--- src/rtl/ucn_pkg.sv ---
`default_nettype none
// ----------------------------------------------------------------------------
// ucn_pkg: shared types and constants for the universal character name decoder
// Defines the word types on both channels, the command word that goes from
// the parser to the emitter, and the ASCII codes that the escape uses.
// ----------------------------------------------------------------------------
package ucn_pkg;

   localparam int CP_W    = 21;
   localparam int VALUE_W = 32;
   localparam int DIGIT_W = 7;
   localparam int HOLD_N  = 8;
   localparam int HCNT_W  = 3;
   localparam int POS_W   = 4;

   localparam logic [CP_W-1:0] CH_BACKSLASH = CP_W'('h5C);
   localparam logic [CP_W-1:0] CH_SMALL_U   = CP_W'('h75);
   localparam logic [CP_W-1:0] CH_BIG_U     = CP_W'('h55);

   localparam logic [HCNT_W-1:0] SHORT_LAST = HCNT_W'(3);
   localparam logic [HCNT_W-1:0] LONG_LAST  = HCNT_W'(7);

   typedef enum logic {
      ACT_CHAR = 1'b0,
      ACT_END  = 1'b1
   } action_type;

   // What the emitter replays before the tail word.
   typedef enum logic [1:0] {
      FL_NONE   = 2'd0,
      FL_SLASH  = 2'd1,
      FL_DIGITS = 2'd2
   } flush_type;

   // The word that closes a command, if any.
   typedef enum logic [1:0] {
      TL_NONE  = 2'd0,
      TL_VALUE = 2'd1,
      TL_END   = 2'd2
   } tail_type;

   typedef struct packed {
      logic            action;
      logic [CP_W-1:0] code_point;
   } req_type;

   typedef struct packed {
      logic [VALUE_W-1:0] value_out;
      logic               is_end;
      logic               last;
   } rsp_type;

   typedef struct packed {
      flush_type                        flush;
      logic                             long_form;
      logic [HCNT_W-1:0]                count;
      logic [HOLD_N-1:0][DIGIT_W-1:0]   digits;
      tail_type                         tail;
      logic [VALUE_W-1:0]               tail_value;
   } cmd_type;

endpackage
`default_nettype wire

--- src/rtl/ucn_front.sv ---
`default_nettype none
// ----------------------------------------------------------------------------
// ucn_front: escape parser
// Tracks the escape state, collects hex digits and the partial value, and
// turns each accepted word into at most one command for the emitter.
// ----------------------------------------------------------------------------
module ucn_front (
   input  wire logic             clock,
   input  wire logic             reset,
   input  wire logic             accept,
   input  wire ucn_pkg::req_type req_item,
   output logic                  cmd_push,
   output ucn_pkg::cmd_type      cmd
);
   import ucn_pkg::*;

   typedef enum logic [1:0] {
      ST_IDLE   = 2'd0,
      ST_SLASH  = 2'd1,
      ST_DIGITS = 2'd2
   } state_type;

   state_type                      state_ff, state_in;
   logic                           long_ff, long_in;
   logic [HCNT_W-1:0]              count_ff, count_in;
   logic [VALUE_W-1:0]             partial_ff, partial_in;
   logic [HOLD_N-1:0][DIGIT_W-1:0] digits_ff, digits_in;

   logic [CP_W-1:0] ch;
   logic            ch_slash;
   logic            ch_hex;
   logic [3:0]      ch_nib;
   logic            escape_done;

   always_comb begin
      ch       = req_item.code_point;
      ch_slash = (ch == CH_BACKSLASH);
      ch_hex   = 1'b1;
      ch_nib   = 4'd0;
      if (ch >= CP_W'('h30) && ch <= CP_W'('h39)) begin
         ch_nib = 4'(ch - CP_W'('h30));
      end else if (ch >= CP_W'('h41) && ch <= CP_W'('h46)) begin
         ch_nib = 4'(ch - CP_W'('h37));
      end else if (ch >= CP_W'('h61) && ch <= CP_W'('h66)) begin
         ch_nib = 4'(ch - CP_W'('h57));
      end else begin
         ch_hex = 1'b0;
      end
      escape_done = (count_ff == (long_ff ? LONG_LAST : SHORT_LAST));
   end

   always_comb begin
      state_in   = state_ff;
      long_in    = long_ff;
      count_in   = count_ff;
      partial_in = partial_ff;
      digits_in  = digits_ff;

      cmd_push       = 1'b0;
      cmd.flush      = FL_NONE;
      cmd.long_form  = long_ff;
      cmd.count      = count_ff;
      cmd.digits     = digits_ff;
      cmd.tail       = TL_NONE;
      cmd.tail_value = VALUE_W'(ch);

      if (accept) begin
         if (req_item.action == ACT_END) begin
            // flush whatever is held, then mark the end
            cmd_push   = 1'b1;
            cmd.tail   = TL_END;
            cmd.flush  = (state_ff == ST_SLASH)  ? FL_SLASH  :
                         (state_ff == ST_DIGITS) ? FL_DIGITS : FL_NONE;
            state_in   = ST_IDLE;
            long_in    = 1'b0;
            count_in   = '0;
            partial_in = '0;
         end else begin
            unique case (state_ff)
               ST_SLASH: begin
                  if (ch == CH_SMALL_U || ch == CH_BIG_U) begin
                     state_in   = ST_DIGITS;
                     long_in    = (ch == CH_BIG_U);
                     count_in   = '0;
                     partial_in = '0;
                  end else begin
                     cmd_push  = 1'b1;
                     cmd.flush = FL_SLASH;
                     cmd.tail  = ch_slash ? TL_NONE : TL_VALUE;
                     state_in  = ch_slash ? ST_SLASH : ST_IDLE;
                  end
               end
               ST_DIGITS: begin
                  if (ch_hex) begin
                     digits_in[count_ff] = ch[DIGIT_W-1:0];
                     partial_in          = {partial_ff[VALUE_W-5:0], ch_nib};
                     if (escape_done) begin
                        cmd_push       = 1'b1;
                        cmd.tail       = TL_VALUE;
                        cmd.tail_value = partial_in;
                        state_in       = ST_IDLE;
                        long_in        = 1'b0;
                        count_in       = '0;
                        partial_in     = '0;
                     end else begin
                        count_in = count_ff + 1'b1;
                     end
                  end else begin
                     // replay backslash, u/U and the digits, then this word unless it is a backslash
                     cmd_push   = 1'b1;
                     cmd.flush  = FL_DIGITS;
                     cmd.tail   = ch_slash ? TL_NONE : TL_VALUE;
                     state_in   = ch_slash ? ST_SLASH : ST_IDLE;
                     long_in    = 1'b0;
                     count_in   = '0;
                     partial_in = '0;
                  end
               end
               default: begin
                  if (ch_slash) begin
                     state_in = ST_SLASH;
                  end else begin
                     cmd_push = 1'b1;
                     cmd.tail = TL_VALUE;
                  end
               end
            endcase
         end
      end
   end

   always_ff @(posedge clock) begin
      if (reset) begin
         state_ff   <= ST_IDLE;
         long_ff    <= 1'b0;
         count_ff   <= '0;
         partial_ff <= '0;
      end else begin
         state_ff   <= state_in;
         long_ff    <= long_in;
         count_ff   <= count_in;
         partial_ff <= partial_in;
      end
   end

   always_ff @(posedge clock) begin
      digits_ff <= digits_in;
   end

endmodule
`default_nettype wire

--- src/rtl/ucn_queue.sv ---
`default_nettype none
// ----------------------------------------------------------------------------
// ucn_queue: command queue
// Small circular buffer that decouples the parser from the emitter.
// ----------------------------------------------------------------------------
module ucn_queue #(
   parameter int DEPTH = 2
) (
   input  wire logic             clock,
   input  wire logic             reset,
   input  wire logic             push,
   input  wire ucn_pkg::cmd_type push_data,
   output logic                  full,
   input  wire logic             pop,
   output ucn_pkg::cmd_type      pop_data,
   output logic                  empty
);
   import ucn_pkg::*;

   localparam int PTR_W = (DEPTH > 1) ? $clog2(DEPTH) : 1;
   localparam int CNT_W = $clog2(DEPTH + 1);
   localparam logic [PTR_W-1:0] PTR_LAST = PTR_W'(DEPTH - 1);
   localparam logic [CNT_W-1:0] CNT_FULL = CNT_W'(DEPTH);

   cmd_type            store_ff [DEPTH];
   logic [PTR_W-1:0]   wr_ptr_ff, wr_ptr_in;
   logic [PTR_W-1:0]   rd_ptr_ff, rd_ptr_in;
   logic [CNT_W-1:0]   count_ff, count_in;
   logic               do_push, do_pop;

   always_comb begin
      full     = (count_ff == CNT_FULL);
      empty    = (count_ff == '0);
      pop_data = store_ff[rd_ptr_ff];
      do_push  = push && !full;
      do_pop   = pop && !empty;

      wr_ptr_in = wr_ptr_ff;
      rd_ptr_in = rd_ptr_ff;
      count_in  = count_ff;
      if (do_push) begin
         wr_ptr_in = (wr_ptr_ff == PTR_LAST) ? '0 : wr_ptr_ff + 1'b1;
      end
      if (do_pop) begin
         rd_ptr_in = (rd_ptr_ff == PTR_LAST) ? '0 : rd_ptr_ff + 1'b1;
      end
      if (do_push && !do_pop) begin
         count_in = count_ff + 1'b1;
      end else if (do_pop && !do_push) begin
         count_in = count_ff - 1'b1;
      end
   end

   always_ff @(posedge clock) begin
      if (reset) begin
         wr_ptr_ff <= '0;
         rd_ptr_ff <= '0;
         count_ff  <= '0;
      end else begin
         wr_ptr_ff <= wr_ptr_in;
         rd_ptr_ff <= rd_ptr_in;
         count_ff  <= count_in;
      end
   end

   always_ff @(posedge clock) begin
      if (do_push) begin
         store_ff[wr_ptr_ff] <= push_data;
      end
   end

endmodule
`default_nettype wire

--- src/rtl/ucn_back.sv ---
`default_nettype none
// ----------------------------------------------------------------------------
// ucn_back: result emitter
// Expands one command into its result words, one per cycle while the output
// stage is empty or being popped, into a registered output stage.
// ----------------------------------------------------------------------------
module ucn_back (
   input  wire logic             clock,
   input  wire logic             reset,
   input  wire ucn_pkg::cmd_type cmd,
   input  wire logic             cmd_empty,
   output logic                  cmd_pop,
   output ucn_pkg::rsp_type      rsp_item,
   output logic                  rsp_empty,
   input  wire logic             rsp_pop
);
   import ucn_pkg::*;

   logic [POS_W-1:0] pos_ff, pos_in;
   rsp_type          out_ff, out_in;
   logic             valid_ff, valid_in;

   logic             advance;
   logic [POS_W-1:0] flush_len;
   logic [POS_W-1:0] total_len;
   logic [POS_W-1:0] digit_pos;
   rsp_type          word;

   always_comb begin
      case (cmd.flush)
         FL_SLASH:  flush_len = POS_W'(1);
         FL_DIGITS: flush_len = POS_W'(2) + POS_W'(cmd.count);
         default:   flush_len = '0;
      endcase
      total_len = flush_len + ((cmd.tail == TL_NONE) ? POS_W'(0) : POS_W'(1));
      digit_pos = pos_ff - POS_W'(2);

      word.value_out = '0;
      word.is_end    = 1'b0;
      word.last      = (pos_ff + 1'b1 == total_len);
      if (pos_ff < flush_len) begin
         if (pos_ff == '0) begin
            word.value_out = VALUE_W'(CH_BACKSLASH);
         end else if (pos_ff == POS_W'(1)) begin
            word.value_out = VALUE_W'(cmd.long_form ? CH_BIG_U : CH_SMALL_U);
         end else begin
            word.value_out = VALUE_W'(cmd.digits[digit_pos[HCNT_W-1:0]]);
         end
      end else if (cmd.tail == TL_END) begin
         word.is_end = 1'b1;
      end else begin
         word.value_out = cmd.tail_value;
      end

      // refill the output stage when it is empty or being taken
      advance  = !valid_ff || rsp_pop;
      cmd_pop  = 1'b0;
      pos_in   = pos_ff;
      out_in   = out_ff;
      valid_in = valid_ff;
      if (advance) begin
         valid_in = !cmd_empty;
         if (!cmd_empty) begin
            out_in = word;
            if (word.last) begin
               cmd_pop = 1'b1;
               pos_in  = '0;
            end else begin
               pos_in = pos_ff + 1'b1;
            end
         end
      end

      rsp_item  = out_ff;
      rsp_empty = !valid_ff;
   end

   always_ff @(posedge clock) begin
      if (reset) begin
         pos_ff   <= '0;
         valid_ff <= 1'b0;
      end else begin
         pos_ff   <= pos_in;
         valid_ff <= valid_in;
      end
   end

   always_ff @(posedge clock) begin
      out_ff <= out_in;
   end

endmodule
`default_nettype wire

--- src/rtl/universal_char_name_decoder.sv ---
`default_nettype none
// ----------------------------------------------------------------------------
// universal_char_name_decoder: replace \uXXXX and \UXXXXXXXX escapes
// Input side is a queue write port: a word (code point or end of input) is
// taken when req_push is high and req_full is low. Result side is a queue
// read port: while rsp_empty is low the oldest result is on rsp_item, and it
// is taken when rsp_pop is high.
// A parser accepts one word per cycle while req_full is low and posts at most
// one command into a short command queue; the emitter expands each command into
// its result words at one word per cycle, while the output register is empty or
// being popped, into that register. A word that yields a result passes through
// the command queue and then the output register before it reaches rsp_item.
// Throughput: one word per cycle for plain text while the receiver pops; a
// command that replays a broken escape emits one result word at a time (up to
// ten words), and req_full rises once the command queue fills behind it.
// Reset clears the parser state, the queue and the output valid flag; held
// digits need no clearing since only written entries are ever replayed.
// When the receiver stalls, the output word holds, the emitter stops, and
// the queue fills until req_full stops the sender; nothing is dropped.
// ----------------------------------------------------------------------------
module universal_char_name_decoder #(
   parameter int QUEUE_DEPTH = 2
) (
   input  wire logic             clock,
   input  wire logic             reset,
   input  wire logic             req_push,
   input  wire ucn_pkg::req_type req_item,
   output logic                  req_full,
   input  wire logic             rsp_pop,
   output ucn_pkg::rsp_type      rsp_item,
   output logic                  rsp_empty
);
   import ucn_pkg::*;

   logic    accept;
   logic    cmd_push;
   cmd_type cmd_wr;
   cmd_type cmd_rd;
   logic    cmd_full;
   logic    cmd_empty;
   logic    cmd_pop;

   // hold input while the command queue has no room
   assign req_full = cmd_full;
   assign accept   = req_push && !cmd_full;

   ucn_front u_front (
      .clock    (clock),
      .reset    (reset),
      .accept   (accept),
      .req_item (req_item),
      .cmd_push (cmd_push),
      .cmd      (cmd_wr)
   );

   ucn_queue #(
      .DEPTH (QUEUE_DEPTH)
   ) u_queue (
      .clock     (clock),
      .reset     (reset),
      .push      (cmd_push),
      .push_data (cmd_wr),
      .full      (cmd_full),
      .pop       (cmd_pop),
      .pop_data  (cmd_rd),
      .empty     (cmd_empty)
   );

   ucn_back u_back (
      .clock     (clock),
      .reset     (reset),
      .cmd       (cmd_rd),
      .cmd_empty (cmd_empty),
      .cmd_pop   (cmd_pop),
      .rsp_item  (rsp_item),
      .rsp_empty (rsp_empty),
      .rsp_pop   (rsp_pop)
   );

endmodule
`default_nettype wire

--- config.mk ---
export PLATFORM = sky130hd
export DESIGN_NAME = universal_char_name_decoder
export DESIGN_NICKNAME = d
export VERILOG_FILES = /design/src/rtl/ucn_pkg.sv /design/src/rtl/ucn_front.sv /design/src/rtl/ucn_queue.sv /design/src/rtl/ucn_back.sv /design/src/rtl/universal_char_name_decoder.sv
export SDC_FILE = /design/constraint.sdc
export NUM_CORES = 1
export LEC_CHECK = 0
export ABC_AREA = 1
export BUFFER_PORTS_ARGS = -buffer_cell sky130_fd_sc_hd__buf_2
export CAP_MARGIN = 25
export CORE_ASPECT_RATIO = 2
export CORE_MARGIN = 3
export CORE_UTILIZATION = 55
export CTS_BUF_LIST = sky130_fd_sc_hd__clkbuf_8
export DETAILED_ROUTE_END_ITERATION = 7
export PLACE_DENSITY = 0.71
export REMOVE_ABC_BUFFERS = 1
export SKIP_LAST_GASP = 1
export SLEW_MARGIN = 20
export SYNTH_ARGS = -nofsm -noshare
export SYNTH_HDL_FRONTEND = slang
export SYNTH_HIERARCHICAL = 1
export SYNTH_SLANG_ARGS = --single-unit
--- constraint.sdc ---
create_clock -name clock -period 5.3 [get_ports clock]
set_input_delay 0 -clock clock [delete_from_list [all_inputs] [get_ports clock]]
set_output_delay 0 -clock clock [all_outputs]
set_load 0.01 [all_outputs]
==> out/metrics.yaml <==
clocking:
  numCtsBuffers: 44
  clock_latency_ns: 0.57
  clkTransAtPathRegs_ns: 0.07
  h-tree-depth: 2
  cts_tree: "done"
  cts.sinks: 326
  clockBufferDepth: 3
  clockRootBuffer: "clkbuf_8"
layout:
  layout.cells.most_common_list: "282 x edfxtp_1, 162 x inv_1, 158 x nand2_1, 125 x nor2_1, 69 x o21ai_0"
  syn2layout_area_growth_pct: 11.0
  final-seq-area_sq_um: 9350
  diodes: 0
  final_common_cell: "edfxtp_1"
  fillers: 2021
  postLayoutCoreUtil: 0.624
  multiInputGateArea_sq_um: 4280
  fin_nets: 1339
  drive_gt1_frac: 0.248
worst_setup_path:
  r2r.worst_path.cells: 19
  r2r-end: "u_queue/count_ff[1]"
  reg2reg_slack_ns: 1.90
  crit_type: "in -> reg"
  critical_path.endpoint_type: "flip-flop"
  critPathRequiredTime_ns: 5.50
  crit_arrival_ns: 3.62
  critPathLaunchType: "input port"
  worstPathMaxFanout: 73
hold_path:
  hold_depth: 4
  holdCritPathClass: "in -> reg"
  hold-path-endpoint: "u_queue/store_ff[0][14]"
  hold_start: "req_item[14]"
yosys:
  yosys_warnings: 6
  ys.flop_type: "edfxtp_1"
  synth_edf_count: 282
  syn_avg_cell_area_sq_um: 12.3
  synth_seq_cells: 326
  ys_types: 43
  syn_inst: 1187
  synth_area_sq_um: 14500
  yosysSeqAreaShare: 0.643
  synth-async-reset-ratio: 0
power_and_ir_drop:
  max-vdd-ir-drop_v: 0.000340
  cellPowerDensity_nw_per_um2: 510
  power_mw: 8.23
  p_leak_nw: 6.19
timing:
  skew_ns: 0.0258
  worst_pin_slew_ns: 1.07
  setup_viol: 0
  drv_slew: 0
  min_period_ns: 3.42
  max_freq_mhz: 292
  slew-limit-headroom: 0.286
  rsz0062_at_grt: "false"
  finalHoldViolCount: 0
  fin_crit_sh: 0.645
global_routing:
  grt_pass1_wl_um: 45300
  gr-total-overflow: 0
  grt_pass1_vias: 9123
  antenna_found_initial: 0
  grt_max_degree: 74
  grtUsageTotal: 0.205
die:
  core_area_sq_um: 25900
  dieArea_sq_um: 28600
  start_util: 0.563
  dieWidth_um: 121
  ios: 62
  die_h_um: 236
  core.rowCount: 83
detailed_routing:
  wire_per_inst_um: 17.5
  ant_nets: 0
  via_count: 8800
  drt-vias-per-instance: 5.27
  drt_iter0_markers: 623
  wl_um: 29100
  drc: 0
  drt_first_pass_iters: 6
place:
  dp_hpwl_um: 19300
  port_buffers: 61
  gp_congestion: 0.882
status:
  status: "complete, no violations"
flow_run:
  drv_cap: 0
[per-layer routing]
metal / GRT usage / wire length [um]
met1: 0.207 / 10200
met2: 0.399 / 16800
met3: 0.0326 / 1060
met4: 0.0928 / 1070
met5: 0 / 0
[sequential cells by signal (all words and copies together), names as in the netlist, named ones only]
register,count
u_queue/store_ff,192
u_front/cmd,56
u_back/rsp_item,34
u_front/partial_ff,28
u_back/pos_ff,4
u_front/count_ff,3
u_front/state_ff,2
u_queue/count_ff,2
u_back/valid_ff,1
u_front/long_ff,1
u_queue/rd_ptr_ff,1
u_queue/wr_ptr_ff,1
[power breakdown]
part           leakage [nW]  total [mW]  internal [mW]  switching, mW
Clock                 0.457        1.76          0.852          0.903
Sequential             3.00        3.76           3.57          0.189
Combinational          2.73        2.72           1.01           1.71
[final cells by class]
class,count,share of cell area
flip-flops and latches,326,0.579
inverters,158,0.0369
repair buffers,98,0.0419
clock buffers,45,0.0384
multi-input cells,666,0.265
well taps,340,0.0264
clock inverters,36,0.0120
[how the worst max path moves through the flow]
stage,startpoint,end,depth (start not counted)
global placement,req_item[19],u_queue/store_ff[1][39],16
finish,req_item[19],u_queue/store_ff[0][61],18
global route,flip-flop,u_queue/count_ff[1],20
detailed placement,req_item[19],u_queue/store_ff[0][66],16
floorplan,req_item[14],u_queue/store_ff[0][0],14
CTS,flip-flop,u_queue/count_ff[1],19
[cells by family (layout without fill, tap and decap cells)]
group,Yosys count,count (layout),synth area share
AO/OA/AOI/OAI,106,106,0.0387
AND/OR/NAND/NOR,441,441,0.149
buffers and inverters,195,337,0.0664
XOR/XNOR,4,4,0.00241
multiplexers,96,96,0.0846
flip-flops,326,326,0.643
adder cells (fa/ha/maj),19,19,0.0163
[metrics by stage]
step                std cells  setup slack (ns)  area [sq um]  TNS, ns  hold slack [ns]
floorplan                1150            -0.470         14200   -91.09           0.0691
global placement         1560              1.97         15100        0            0.285
detailed placement       1560              1.86         15100        0            0.293
CTS                      1668              1.89         16100        0            0.208
global route             1669              1.66         16100        0            0.245
finish                   1669              1.88         16100        0            0.248
[critical path, cell delays in order]
cell,delay [ns]
dlygate4sd3_1,0.53
buf_2,0.13
nor2_1,0.31
nand2_2,0.17
nor2_1,0.19
nand3_1,0.13
nand2_2,0.08
inv_2,0.03
nand2_2,0.10
nand3_4,0.12
nand2_1,0.10
nand2_1,0.05
nand3_1,0.06
nand2_1,0.05
nand2_1,0.05
o21ai_0,0.26
nor2_4,0.75
buf_12,0.43
[synth_stat cells (all sizes together), types with 2 or more instances]
cell type	n	area (sq um)
nand4	11	75.1
nand2	174	727
nor3	9	50.1
edfxtp	282	8470
nand3	58	335
dfxtp	44	881
and2	2	15.0
inv	158	596
xor2	3	26.3
buf	35	360
a21oi	21	113
o211ai	5	37.5
ha	19	238
nor2	185	950
mux2	96	1230
o21ai	76	384
clkbuf	2	10.0
or2	2	12.5
[what timing repair did]
| item | 4_1_cts | 5_1_grt |
|---|---|---|
| hold endpoints to repair | 115 | 0 |
| resized for setup | 0 | 0 |
| hold buffers | 27 | 0 |
| buffers inserted | 0 | 0 |
No activity file was read; power rests on OpenSTA's default activity.
